<file path="src/hdl/ecnq_pkg.sv">
// Shared constants, types and codes for the ECN marking queue with pause.
// Used by ecnq_front, ecnq_back and the top level; depends on nothing.
`timescale 1ns / 1ps
`default_nettype none

package ecnq_pkg;

  localparam int FIFO_DEPTH   = 256;
  localparam int PTR_W        = $clog2(FIFO_DEPTH);
  localparam int CNT_W        = PTR_W + 1;
  localparam int SIZE_BITS    = 14;
  localparam int FLOW_ID_BITS = 16;
  localparam int DESC_W       = SIZE_BITS + FLOW_ID_BITS + 1;
  localparam int BYTES_W      = 24;
  localparam int QUANTA_W     = 16;
  localparam int CMD_W        = 2;
  localparam int STATUS_W     = 3;
  localparam int LINK_W       = 2;
  localparam int CFG_IDX_W    = 1;

  localparam int FLOW_LSB     = SIZE_BITS;
  localparam int CE_BIT       = SIZE_BITS + FLOW_ID_BITS;
  localparam int QUANTA_LSB   = CE_BIT + 1;
  localparam int S_TDATA_W    = ((QUANTA_LSB + QUANTA_W + 7) / 8) * 8;
  localparam int M_TDATA_W    = ((STATUS_W + 7) / 8) * 8;

  localparam logic [CMD_W-1:0] CMD_ARRIVE  = 2'd0;
  localparam logic [CMD_W-1:0] CMD_PAUSE   = 2'd1;
  localparam logic [CMD_W-1:0] CMD_TX_DONE = 2'd2;

  localparam logic [2:0] OP_ARRIVE = 3'd0;
  localparam logic [2:0] OP_PAUSE  = 3'd1;
  localparam logic [2:0] OP_RESUME = 3'd2;
  localparam logic [2:0] OP_DEPART = 3'd3;
  localparam logic [2:0] OP_NONE   = 3'd4;

  localparam logic [STATUS_W-1:0] STATUS_ENQ     = 3'd0;
  localparam logic [STATUS_W-1:0] STATUS_DROP    = 3'd1;
  localparam logic [STATUS_W-1:0] STATUS_DEPART  = 3'd2;
  localparam logic [STATUS_W-1:0] STATUS_PAUSE   = 3'd3;
  localparam logic [STATUS_W-1:0] STATUS_IGNORED = 3'd4;

  localparam logic [LINK_W-1:0] LINK_READY         = 2'd0;
  localparam logic [LINK_W-1:0] LINK_PAUSE_PENDING = 2'd1;
  localparam logic [LINK_W-1:0] LINK_PAUSED        = 2'd2;

  localparam logic [CFG_IDX_W-1:0] REG_MAX_BYTES     = 1'd0;
  localparam logic [CFG_IDX_W-1:0] REG_ECN_THRESHOLD = 1'd1;

  localparam logic [BYTES_W-1:0] MAX_BYTES_RESET     = 24'd1048576;
  localparam logic [BYTES_W-1:0] ECN_THRESHOLD_RESET = 24'd65536;

  typedef struct packed {
    logic [2:0]              kind;
    logic                    ce;
    logic [FLOW_ID_BITS-1:0] flow;
    logic [SIZE_BITS-1:0]    size;
  } op_t;

endpackage

`default_nettype wire

</file>
<file path="src/hdl/ecnq_front.sv">
// Front end: accepts stream requests, classifies them into operations and
// holds them in a two-entry queue for the back end. Depends on ecnq_pkg.
`timescale 1ns / 1ps
`default_nettype none

module ecnq_front (
  input  wire                             clk,
  input  wire                             rst,
  input  wire                             s_tvalid,
  output logic                            s_tready,
  // pkt_bytes, flow_id, ce_in, pause_quanta, zero fill
  input  wire  [ecnq_pkg::S_TDATA_W-1:0]  s_tdata,
  // cmd
  input  wire  [ecnq_pkg::CMD_W-1:0]      s_tuser,
  output logic                            op_valid,
  output ecnq_pkg::op_t                   op,
  input  wire                             op_pop
);
  import ecnq_pkg::*;

  op_t        new_op;
  op_t        q [2];
  logic       wr_ptr;
  logic       rd_ptr;
  logic [1:0] count;
  logic       push;

  always_comb begin
    new_op.size = s_tdata[SIZE_BITS-1:0];
    new_op.flow = s_tdata[FLOW_LSB +: FLOW_ID_BITS];
    new_op.ce   = s_tdata[CE_BIT];
    case (s_tuser)
      CMD_ARRIVE:  new_op.kind = OP_ARRIVE;
      CMD_PAUSE: begin
        if (s_tdata[QUANTA_LSB +: QUANTA_W] != '0) new_op.kind = OP_PAUSE;
        else new_op.kind = OP_RESUME;
      end
      CMD_TX_DONE: new_op.kind = OP_DEPART;
      default:     new_op.kind = OP_NONE;
    endcase
  end

  assign s_tready = (count != 2'd2);
  assign push     = s_tvalid && s_tready;
  assign op_valid = (count != 2'd0);
  assign op       = q[rd_ptr];

  always_ff @(posedge clk) begin
    if (rst) begin
      wr_ptr <= 1'b0;
      rd_ptr <= 1'b0;
      count  <= 2'd0;
    end else begin
      if (push) wr_ptr <= ~wr_ptr;
      if (op_pop) rd_ptr <= ~rd_ptr;
      case ({push, op_pop})
        2'b10:   count <= count + 2'd1;
        2'b01:   count <= count - 2'd1;
        default: count <= count;
      endcase
    end
  end

  always_ff @(posedge clk) begin
    if (push) q[wr_ptr] <= new_op;
  end

endmodule

`default_nettype wire

</file>
<file path="config.mk">
export PLATFORM = sky130hd
export DESIGN_NAME = ecnq_front
export DESIGN_NICKNAME = d
export VERILOG_FILES = /design/src/hdl/ecnq_pkg.sv /design/src/hdl/ecnq_front.sv
export SDC_FILE = /design/constraint.sdc
export NUM_CORES = 1
export LEC_CHECK = 0
export BUFFER_PORTS_ARGS = -buffer_cell sky130_fd_sc_hd__buf_2
export CORE_UTILIZATION = 53
export CTS_CLUSTER_SIZE = 24
export DETAILED_ROUTE_END_ITERATION = 8
export PLACE_DENSITY_LB_ADDON = 0.08
export REMOVE_ABC_BUFFERS = 1
export SLEW_MARGIN = 10
export SYNTH_ARGS = -nofsm -noshare
export SYNTH_HDL_FRONTEND = slang
export SYNTH_SLANG_ARGS = --single-unit
</file>
<file path="constraint.sdc">
create_clock -name clk -period 5.1 [get_ports clk]
set_clock_uncertainty 0.2 [all_clocks]
set_input_delay 0 -clock clk [delete_from_list [all_inputs] [get_ports clk]]
set_output_delay 0 -clock clk [all_outputs]
set_load 0.005 [all_outputs]
</file>
## Word level (Yosys, flattened, before mapping)

Memories as Yosys holds them, arrays and structs flattened. A register that Yosys moved wholly into a read port is not among the register bits.
Index checks and enable logic that the tools add are counted.

| word-level totals | value |
|---|---|
| register bits | 4 |
| RAM bits | 68 |
| input port bits | 54 |
| output and inout bits | 36 |
| logic and storage cells | 25 |
| memories kept | 1 |

| cells by class | value |
|---|---|
| add/subtract/negate cells | 2 |
| equality and inequality tests | 5 |
| muxes and demuxes | 7 |
| bitwise logic cells | 2 |
| reduce and logical (&&, ||, !) cells | 5 |

Memory list:

| name | depth | bits a word | read ports | clocked after memory_dff | write ports | line | source |
|---|---|---|---|---|---|---|---|
| q | 2 | 34 | 1 | 1 | 1 | ecnq_front.sv:22 | `op_t q [2];` |

Operators with widths:

| operator | number |
|---|---|
| $reduce_bool A16 Y1 | 1 |
| $pmux W3 S3 | 1 |
| $eq A2 B1 Y1 const B | 2 |
| $eq A2 B2 Y1 const B | 2 |
| $mux W1 | 4 |
| $pmux W2 S2 | 1 |
| $reduce_bool A2 Y1 | 2 |
| $add A2 B1 Y2 const B | 1 |
| $logic_not A2 Y1 | 1 |
| $mux W2 | 1 |
| $ne A2 B2 Y1 const B | 1 |
| $not A1 Y1 | 2 |
| $sub A2 B1 Y2 const B | 1 |
| $logic_and A1 B1 Y1 | 1 |

## Longest topological paths before layout

Gate-level depths: netlist of run 1.

| depth | value |
|---|---|
| depth in word-level cells | 4 |
| depth in mapped cells | 6 |
| mapped depth without buffers | 6 |

## Worst setup path before layout of run 1

OpenSTA, ideal clock, no wires.

| timing | value |
|---|---|
| path kind | register to register |
| from | register count[0] |
| to | memory q[1][0] (netlist name) (enable) |
| setup time | 394 ps |
| data arrival time | 1466 ps |
| required time | 4506 ps |
| path slack | 3040 ps |
| stages on the path, launching flop included | 3 |
| path buffers | 0 |
| period minus slack after synthesis | 2060 ps |
| path through | dfxtp_1 -> nand2b_1 -> and3_1 |

| between the ends | value |
|---|---|
| word-level cells in the longest chain between the ends | 4 |

Ends and longest elaborated chain:

| item | line | source |
|---|---|---|
| start, declared | ecnq_front.sv:25 | `logic [1:0] count;` |
| start signal, assigned | ecnq_front.sv:57 | `2'b10: count <= count + 2'd1;` |
| start signal, assigned | ecnq_front.sv:58 | `2'b01: count <= count - 2'd1;` |
| start signal, assigned | ecnq_front.sv:59 | `default: count <= count;` |
| $ne A2 B2 Y1 | ecnq_front.sv:43 | `assign s_tready = (count != 2'd2);` |
| net s_tready | ecnq_front.sv:10 | `output logic s_tready,` |
| $logic_and A1 B1 Y1 | ecnq_front.sv:44 | `assign push = s_tvalid && s_tready;` |
| $mux W1 | ecnq_front.sv:65 | `if (push) q[wr_ptr] <= new_op;` |
| $mux W1 (not written as such) | ecnq_front.sv:65 |  |
| end, declared | ecnq_front.sv:22 |  |

The timed path passes the listed nets, and every way through them passes these cells.

==> key figures, run 1 <==
Status
  • Status: finished clean

Critical path
  • Crit Path Class: primary input to flop
  • Launch point of the worst path: s_tdata[32]
  • Data required, critical path: 5.05 ns
  • CP endpoint: q[0][32]
  • Worst r2r dst: count[1]
  • Register-to-register setup slack: 2.79 ns
  • Crit Path Max Fanout: 2
  • CP Launch Type: primary input
  • CP arrival: 2.42 ns
  • Critical Path Sink Type: flop
  • Cells on worst reg2reg path: 6
  • R2r startpoint: count[0]

STA
  • Final setup fails: 0
  • RSZ-0062 raised after global routing: false
  • Worst-Margin Slew: 0.792 ns
  • Fin crit share: 0.483
  • Total Neg Setup Slack: 0 ns
  • Post-layout min period: 2.46 ns
  • Slew Limit Fails: 0
  • Slew headroom: 0.472
  • Fmax: 0.406 GHz
  • Final hold viol count: 0

Min path
  • Worst hold start: s_tdata[19]
  • Min-Delay Path Class: primary input to flop

Synthesis
  • Share of flip-flops with an asynchronous set or reset: 0
  • Post-synth top area share: 0.748
  • YS warnings: 0
  • Syn_area_per_cell: 19.5 um^2
  • Unique masters post-synth: 22
  • Post-synth top flop: edfxtp_1
  • Seq/Total Area, Yosys: 0.785
  • Synth Register Bits: 73
  • Synthesized cell area: 2730 um^2
  • Largest cells by area after synthesis: edfxtp_1, mux2_2, dfxtp_1
  • Syn Inst Count: 140
  • Number of synthesized flops with an enable pin: 68
  • Area leader, netlist: edfxtp_1

Layout
  • Post-route cell area: 3840 um^2
  • Nets: about 340
  • Fraction of layout cells with a size suffix above 1: 0.486
  • Area Overhead vs Synth: 40.9%
  • ANT cells: 0

Place
  • Post-DP HPWL: around 3.1 mm
  • Buffers added on ports: 88
  • Dpl cell area: 3250 um^2
  • Final Wtd Congestion: between 0.7 and 0.8

CTS
  • CTS tree: built
  • Clock sinks: 73
  • Clk root buf: clkbuf_8
  • Latest clock arrival within the worst-skew pair: approximately 0.33 ns
  • Hold_buf cts: 44
  • Clock buffer depth: 2
  • Clock slew at reported path FFs: 0.07 ns
  • Post_cts resized: 0
  • CTS HTree Levels: 3
  • Postcts setup bufs: 0
  • CTS buffer count: 9

Die
  • Chip height: 73.8 um
  • IO Count: 90
  • Initial Utilization: 0.563
  • Core box area: around 4800 um^2
  • Horiz. Die Dim: 73.8 um
  • Die area: 5440 um^2
  • Rows: 25

Routing
  • Vias/cell: 4.97
  • DR pass1 iterations: 4
  • Post-DRT Antenna Nets: 0
  • Vias: 1753
  • Starting DRT DRC Count: 98
  • Avg WL per Cell: 15.0 um
  • DRC violations left: 0
  • Routed WL: 5.28 mm

GRT
  • Total track usage: 0.207
  • Grt total ovfl: 0
  • Vias in the first global route: 1777
  • First-pass GRT wire length: 7.90 mm
  • Largest net degree at the start of global routing: 35
  • Antenna violations before repair: 0

Power
  • P per Cell Area: roughly 340 nW/um^2
  • Largest vdd supply drop: 0.268 mV
  • Pleak: 1.51 nW

Run
  • Max cap viols: 0
[state kept, by name, indices dropped and copies added (netlist names), named ones only]
name	cells
wr_ptr	1
q	68
count	2
rd_ptr	1
[per-stage QoR]
stage	hold WS, ns	cells	setup WS [ns]	power (mW)	utilization
after floorplan	-0.131	136	3.04	0.840	-
after global placement	-0.0126	293	3.05	0.917	0.670
after detailed placement	-0.00722	293	2.95	0.928	0.670
after CTS	0.180	353	2.66	1.31	0.793
after global routing	0.185	353	2.43	1.36	0.793
final	0.193	353	2.64	1.30	0.793
[critical path: stages]
cell and delay (ns):
dlygate4sd3_1 0.54, buf_2 0.12, nor4_1 0.29, dlygate4sd3_1 0.61, nand4_1 0.07, dlygate4sd3_1 0.57, o21ai_0 0.22
[cells in the mapped netlist (all sizes together), types with 2 or more instances]
library cell	number
nand2	2
xnor2	2
nand2b	3
dfxtp	5
o21ai	2
nor4	4
mux2	34
nor2	3
buf	4
edfxtp	68
a21oi	2
[where the power goes]
group,switching (mW),internal [mW]
Clock,0.189,0.171
Combinational,0.0898,0.114
Sequential,0.0188,0.719
[worst min path at each step]
stage                     to  cells after the start  slack [ns]
CTS                 q[1][24]                      2        0.18
global route         q[0][1]                      2        0.19
floorplan           count[1]                      1       -0.13
finish              q[0][19]                      2        0.19
global placement     q[0][1]                      1       -0.01
detailed placement   q[0][2]                      1      -0.007
[final cells by class]
cell class	count	area, um^2
sequential	73	2140
fill	274	1000
timing repair buffer	134	896
multi-input combinational	62	564
clock buffer	11	131
tap	67	83.8
clock inverter	5	22.5
inverter	1	3.75
[kinds of logic (layout without fill, tap and decap cells)]
logic type / after synthesis / after routing / synth area share
mux: 34 / 34 / 0.140
xor+xnor: 3 / 3 / 0.00963
compound gates: 6 / 6 / 0.0147
flops: 73 / 73 / 0.785
simple gates: 18 / 18 / 0.0371
fa+ha+maj: 1 / 1 / 0.00458
buf+inv: 5 / 151 / 0.00871
[cells in the final DEF (no fill, tap or decap), drive strengths merged]
cell type	synthesis	layout
a21bo	1	1
a21oi	2	2
a41o	1	1
and2	1	1
and3	1	1
buf	4	90
clkbuf	0	11
clkinv	0	5
dfxtp	5	5
dlygate4sd3	0	44
edfxtp	68	68
ha	1	1
inv	1	1
mux2	34	34
nand2	2	2
nand2b	3	3
nand3b	1	1
nand4	1	1
nor2	3	3
nor4	4	4
o21ai	2	2
or2	1	1
or3	1	1
xnor2	2	2
xor2	1	1
[routing by layer]
layer	track usage	up-vias	share of wire
met5	0	-	0
met4	0.115	0	0.021
met3	0.0521	11	0.049
met2	0.375	70	0.54
met1	0.217	837	0.39
li1	-	835	-
No activity file was read; power rests on OpenSTA's default activity.
==> run 2: changes to the inputs <==
--- a/config.mk
+++ b/config.mk
@@ -5,8 +5,9 @@
 export SDC_FILE = /design/constraint.sdc
 export NUM_CORES = 1
 export LEC_CHECK = 0
+export ABC_AREA = 1
 export BUFFER_PORTS_ARGS = -buffer_cell sky130_fd_sc_hd__buf_2
-export CORE_UTILIZATION = 53
+export CORE_UTILIZATION = 50
 export CTS_CLUSTER_SIZE = 24
 export DETAILED_ROUTE_END_ITERATION = 8
 export PLACE_DENSITY_LB_ADDON = 0.08
==> constraint.sdc (replaced) <==
create_clock -name clk -period 2.4 [get_ports clk]
set_clock_uncertainty 0.2 [all_clocks]
set_input_delay 0 -clock clk [delete_from_list [all_inputs] [get_ports clk]]
set_output_delay 0 -clock clk [all_outputs]
set_load 0.005 [all_outputs]
==> run 2 against run 1 <==
Net effect:
- core utilization decreased by 6.1 points
- critical path depth increased by 3
- non-clock buffer count increased by 7
- hold slack got worse by 0.0049 ns
- clock power increased by 110%
- wire length decreased by 4.3%
- highest routed layer unchanged
==> key figures, run 2 <==
STA
  • Slew Limit Fails: 0
  • Total Neg Setup Slack: 0 ns
  • Slack of the critical path: 0.0894 ns
  • Final setup fails: 0
  • Worst-Margin Slew: 0.254 ns
  • Fmax: 0.433 GHz
  • Fin crit share: 0.963
  • Post-layout min period: 2.31 ns
  • RSZ-0062 raised after global routing: false
  • Slew headroom: 0.830
  • Final hold viol count: 0

CTS
  • Clock sinks: 73
  • CTS HTree Levels: 3
  • CTS buffer count: 9
  • Clk root buf: clkbuf_8
  • Clock slew at reported path FFs: 0.07 ns
  • Latest clock arrival within the worst-skew pair: about 0.33 ns
  • Clock buffer depth: 2
  • CTS tree: built

Synthesis
  • Post-synth top area share: 0.700
  • YS warnings: 0
  • Unique masters post-synth: 20
  • Synth Register Bits: between 70 and 80
  • Synthesized cell area: 2920 um^2
  • Top-count cell post-synth: edfxtp_1
  • Synth top cells by count: edfxtp_1, mux2_4, nor2_1
  • Post-synth top flop: edfxtp_1
  • Largest cells by area after synthesis: edfxtp_1, mux2_4, dfxtp_1
  • Syn Inst Count: 159
  • Share of flip-flops with an asynchronous set or reset: 0
  • Syn_area_per_cell: 18.4 um^2
  • Seq/Total Area, Yosys: 0.734
  • Number of synthesized flops with an enable pin: 68
  • Area leader, netlist: edfxtp_1

Layout
  • Final core occ: 0.732
  • Largest registers: q (68), count (2)
  • Fraction of layout cells with a size suffix above 1: 0.468
  • Reg with most FFs: q
  • Nets: 362
  • ANT cells: 0
  • Area Overhead vs Synth: 39.8%
  • Fillers: 375
  • Max FFs per register: 68
  • Most common cell after layout, fill and taps aside: buf_2
  • Commonest non-fill, non-tap cells in the layout: buf_2, edfxtp_1, dlygate4sd3_1, mux2_4, nand2_1

GRT
  • Antenna violations before repair: 0
  • Vias in the first global route: around 1800
  • Total track usage: 0.184
  • Grt total ovfl: 0
  • Largest net degree at the start of global routing: 35
  • First-pass GRT wire length: 8.00 mm

Routing
  • Starting DRT DRC Count: 40
  • Vias/cell: 4.64
  • Avg WL per Cell: 13.2 um
  • DRC violations left: 0
  • Post-DRT Antenna Nets: 0
  • Vias: 1780
  • DR pass1 iterations: 4
  • Routed WL: slightly above 5 mm

Die
  • Horiz. Die Dim: 78.4 um
  • Core box area: around 5600 um^2
  • Rows: 27
  • Die area: 6150 um^2
  • IO Count: 90
  • Initial Utilization: 0.524
  • Chip height: 78.4 um

Critical path
  • Slowest cell on the critical path: dlygate4sd3_1
  • CP Cell Sequence: dlygate4sd3_1 -> buf_2 -> nor2_1 -> dlygate4sd3_1 -> nand2_1 -> dlygate4sd3_1 -> nor2_1 -> nand2_1 -> nand2_1 -> nand2_1
  • CP delay by family, top: buffers and inverters
  • Crit Path Class: primary input to flop
  • Data required, critical path: between 2 and 2.5 ns
  • Cells on worst reg2reg path: 5
  • Crit path depth: 10
  • CP Launch Type: primary input
  • Most frequent CP cell: nand2_1
  • Crit Path Max Fanout: 2
  • Buf/Inv on CP: 4
  • Critical Path Sink Type: flop
  • CP arrival: ~2.2 ns
  • Delay of the slowest critical-path stage: 0.56 ns

Place
  • Buffers added on ports: 88
  • Final Wtd Congestion: 0.694
  • Dpl ws: 0.760 ns
  • Post-DP HPWL: 3.02 mm

Power
  • Largest vdd supply drop: between 0.5 and 0.6 mV
  • P per Cell Area: between 600 and 700 nW/um^2
  • Pleak: 1.68 nW

Status
  • Status: finished clean

Run
  • Max cap viols: 0

Min path
  • Min-Delay Path Class: primary input to flop
  • Hold Path Stages: 2
==> run 2: stage by stage <==
step / instances / hold slack [ns] / instance area (um^2) / total power [mW]
5_1_grt: 384 / 0.183 / 4080 / 2.88
3_5_place_dp: 320 / -0.00888 / 3440 / 1.97
3_3_place_gp: 320 / -0.0113 / 3440 / 1.96
2_1_floorplan: 155 / -0.128 / 2850 / 1.79
4_1_cts: 386 / 0.161 / 4100 / 2.79
6_report: 384 / 0.188 / 4080 / 2.75
==> run 2: where the power goes <==
| group | internal [mW] | switching (mW) | total, mW | leakage (nW) |
|---|---|---|---|---|
| Sequential | 1.50 | 0.0275 | 1.53 | 0.678 |
| Combinational | 0.270 | 0.193 | 0.463 | 0.925 |
| Clock | 0.363 | 0.396 | 0.759 | 0.0819 |
==> run 2: final cells by class <==
type	count	area, um^2	area share
Clock inverter	5	22.5	0.00552
Clock buffer	11	131	0.0322
Timing Repair Buffer	141	971	0.238
Multi-Input combinational cell	75	697	0.171
Inverter	7	26.3	0.00644
Tap cell	72	90.1	0.0221
Sequential cell	73	2140	0.525
==> run 2: worst paths after layout <==
| kind | slack [ns] | from | end |
|---|---|---|---|
| max | 0.09 | s_tdata[45] | q[1][31] |
| min reg2reg | 0.30 | count[0] | count[0] |
| max reg2reg | 0.78 | count[0] | q[1][27] |
| min | 0.19 | s_tdata[23] | q[0][23] |
==> run 2: metal layers <==
metal	part of all wire	track usage	wire [um]
met5	0	0	0
met3	0.053	0.0570	268
met2	0.52	0.328	2650
met1	0.40	0.193	2000
met4	0.026	0.0963	131
==> run 2: what timing repair did <==
action,4_1_cts,5_1_grt
buffers inserted,0,0
resized for setup,0,1
hold buffers,50,0
setup endpoints to repair,0,2
endpoints found under the hold margin,81,0
==> run 2: logic make-up (layout without fill, tap and decap cells) <==
kind of cell             after synthesis  count (layout)  share of synthesized area
AND/OR/NAND/NOR                       35              35                     0.0484
XOR/XNOR                               1               1                    0.00300
AO/OA/AOI/OAI                          4               4                    0.00729
adder cells (fa/ha/maj)                1               1                    0.00429
multiplexers                          34              34                      0.170
buffers and inverters                 11             164                     0.0334
flip-flops                            73              73                      0.734
==> run 2: worst reg2reg max path: stages, from the launching register on <==
cell     delay, ns
dfxtp_1       0.35
inv_2         0.06
nand2_1       0.10
nand2_2       0.11
nor2_4        0.19
buf_4         0.29
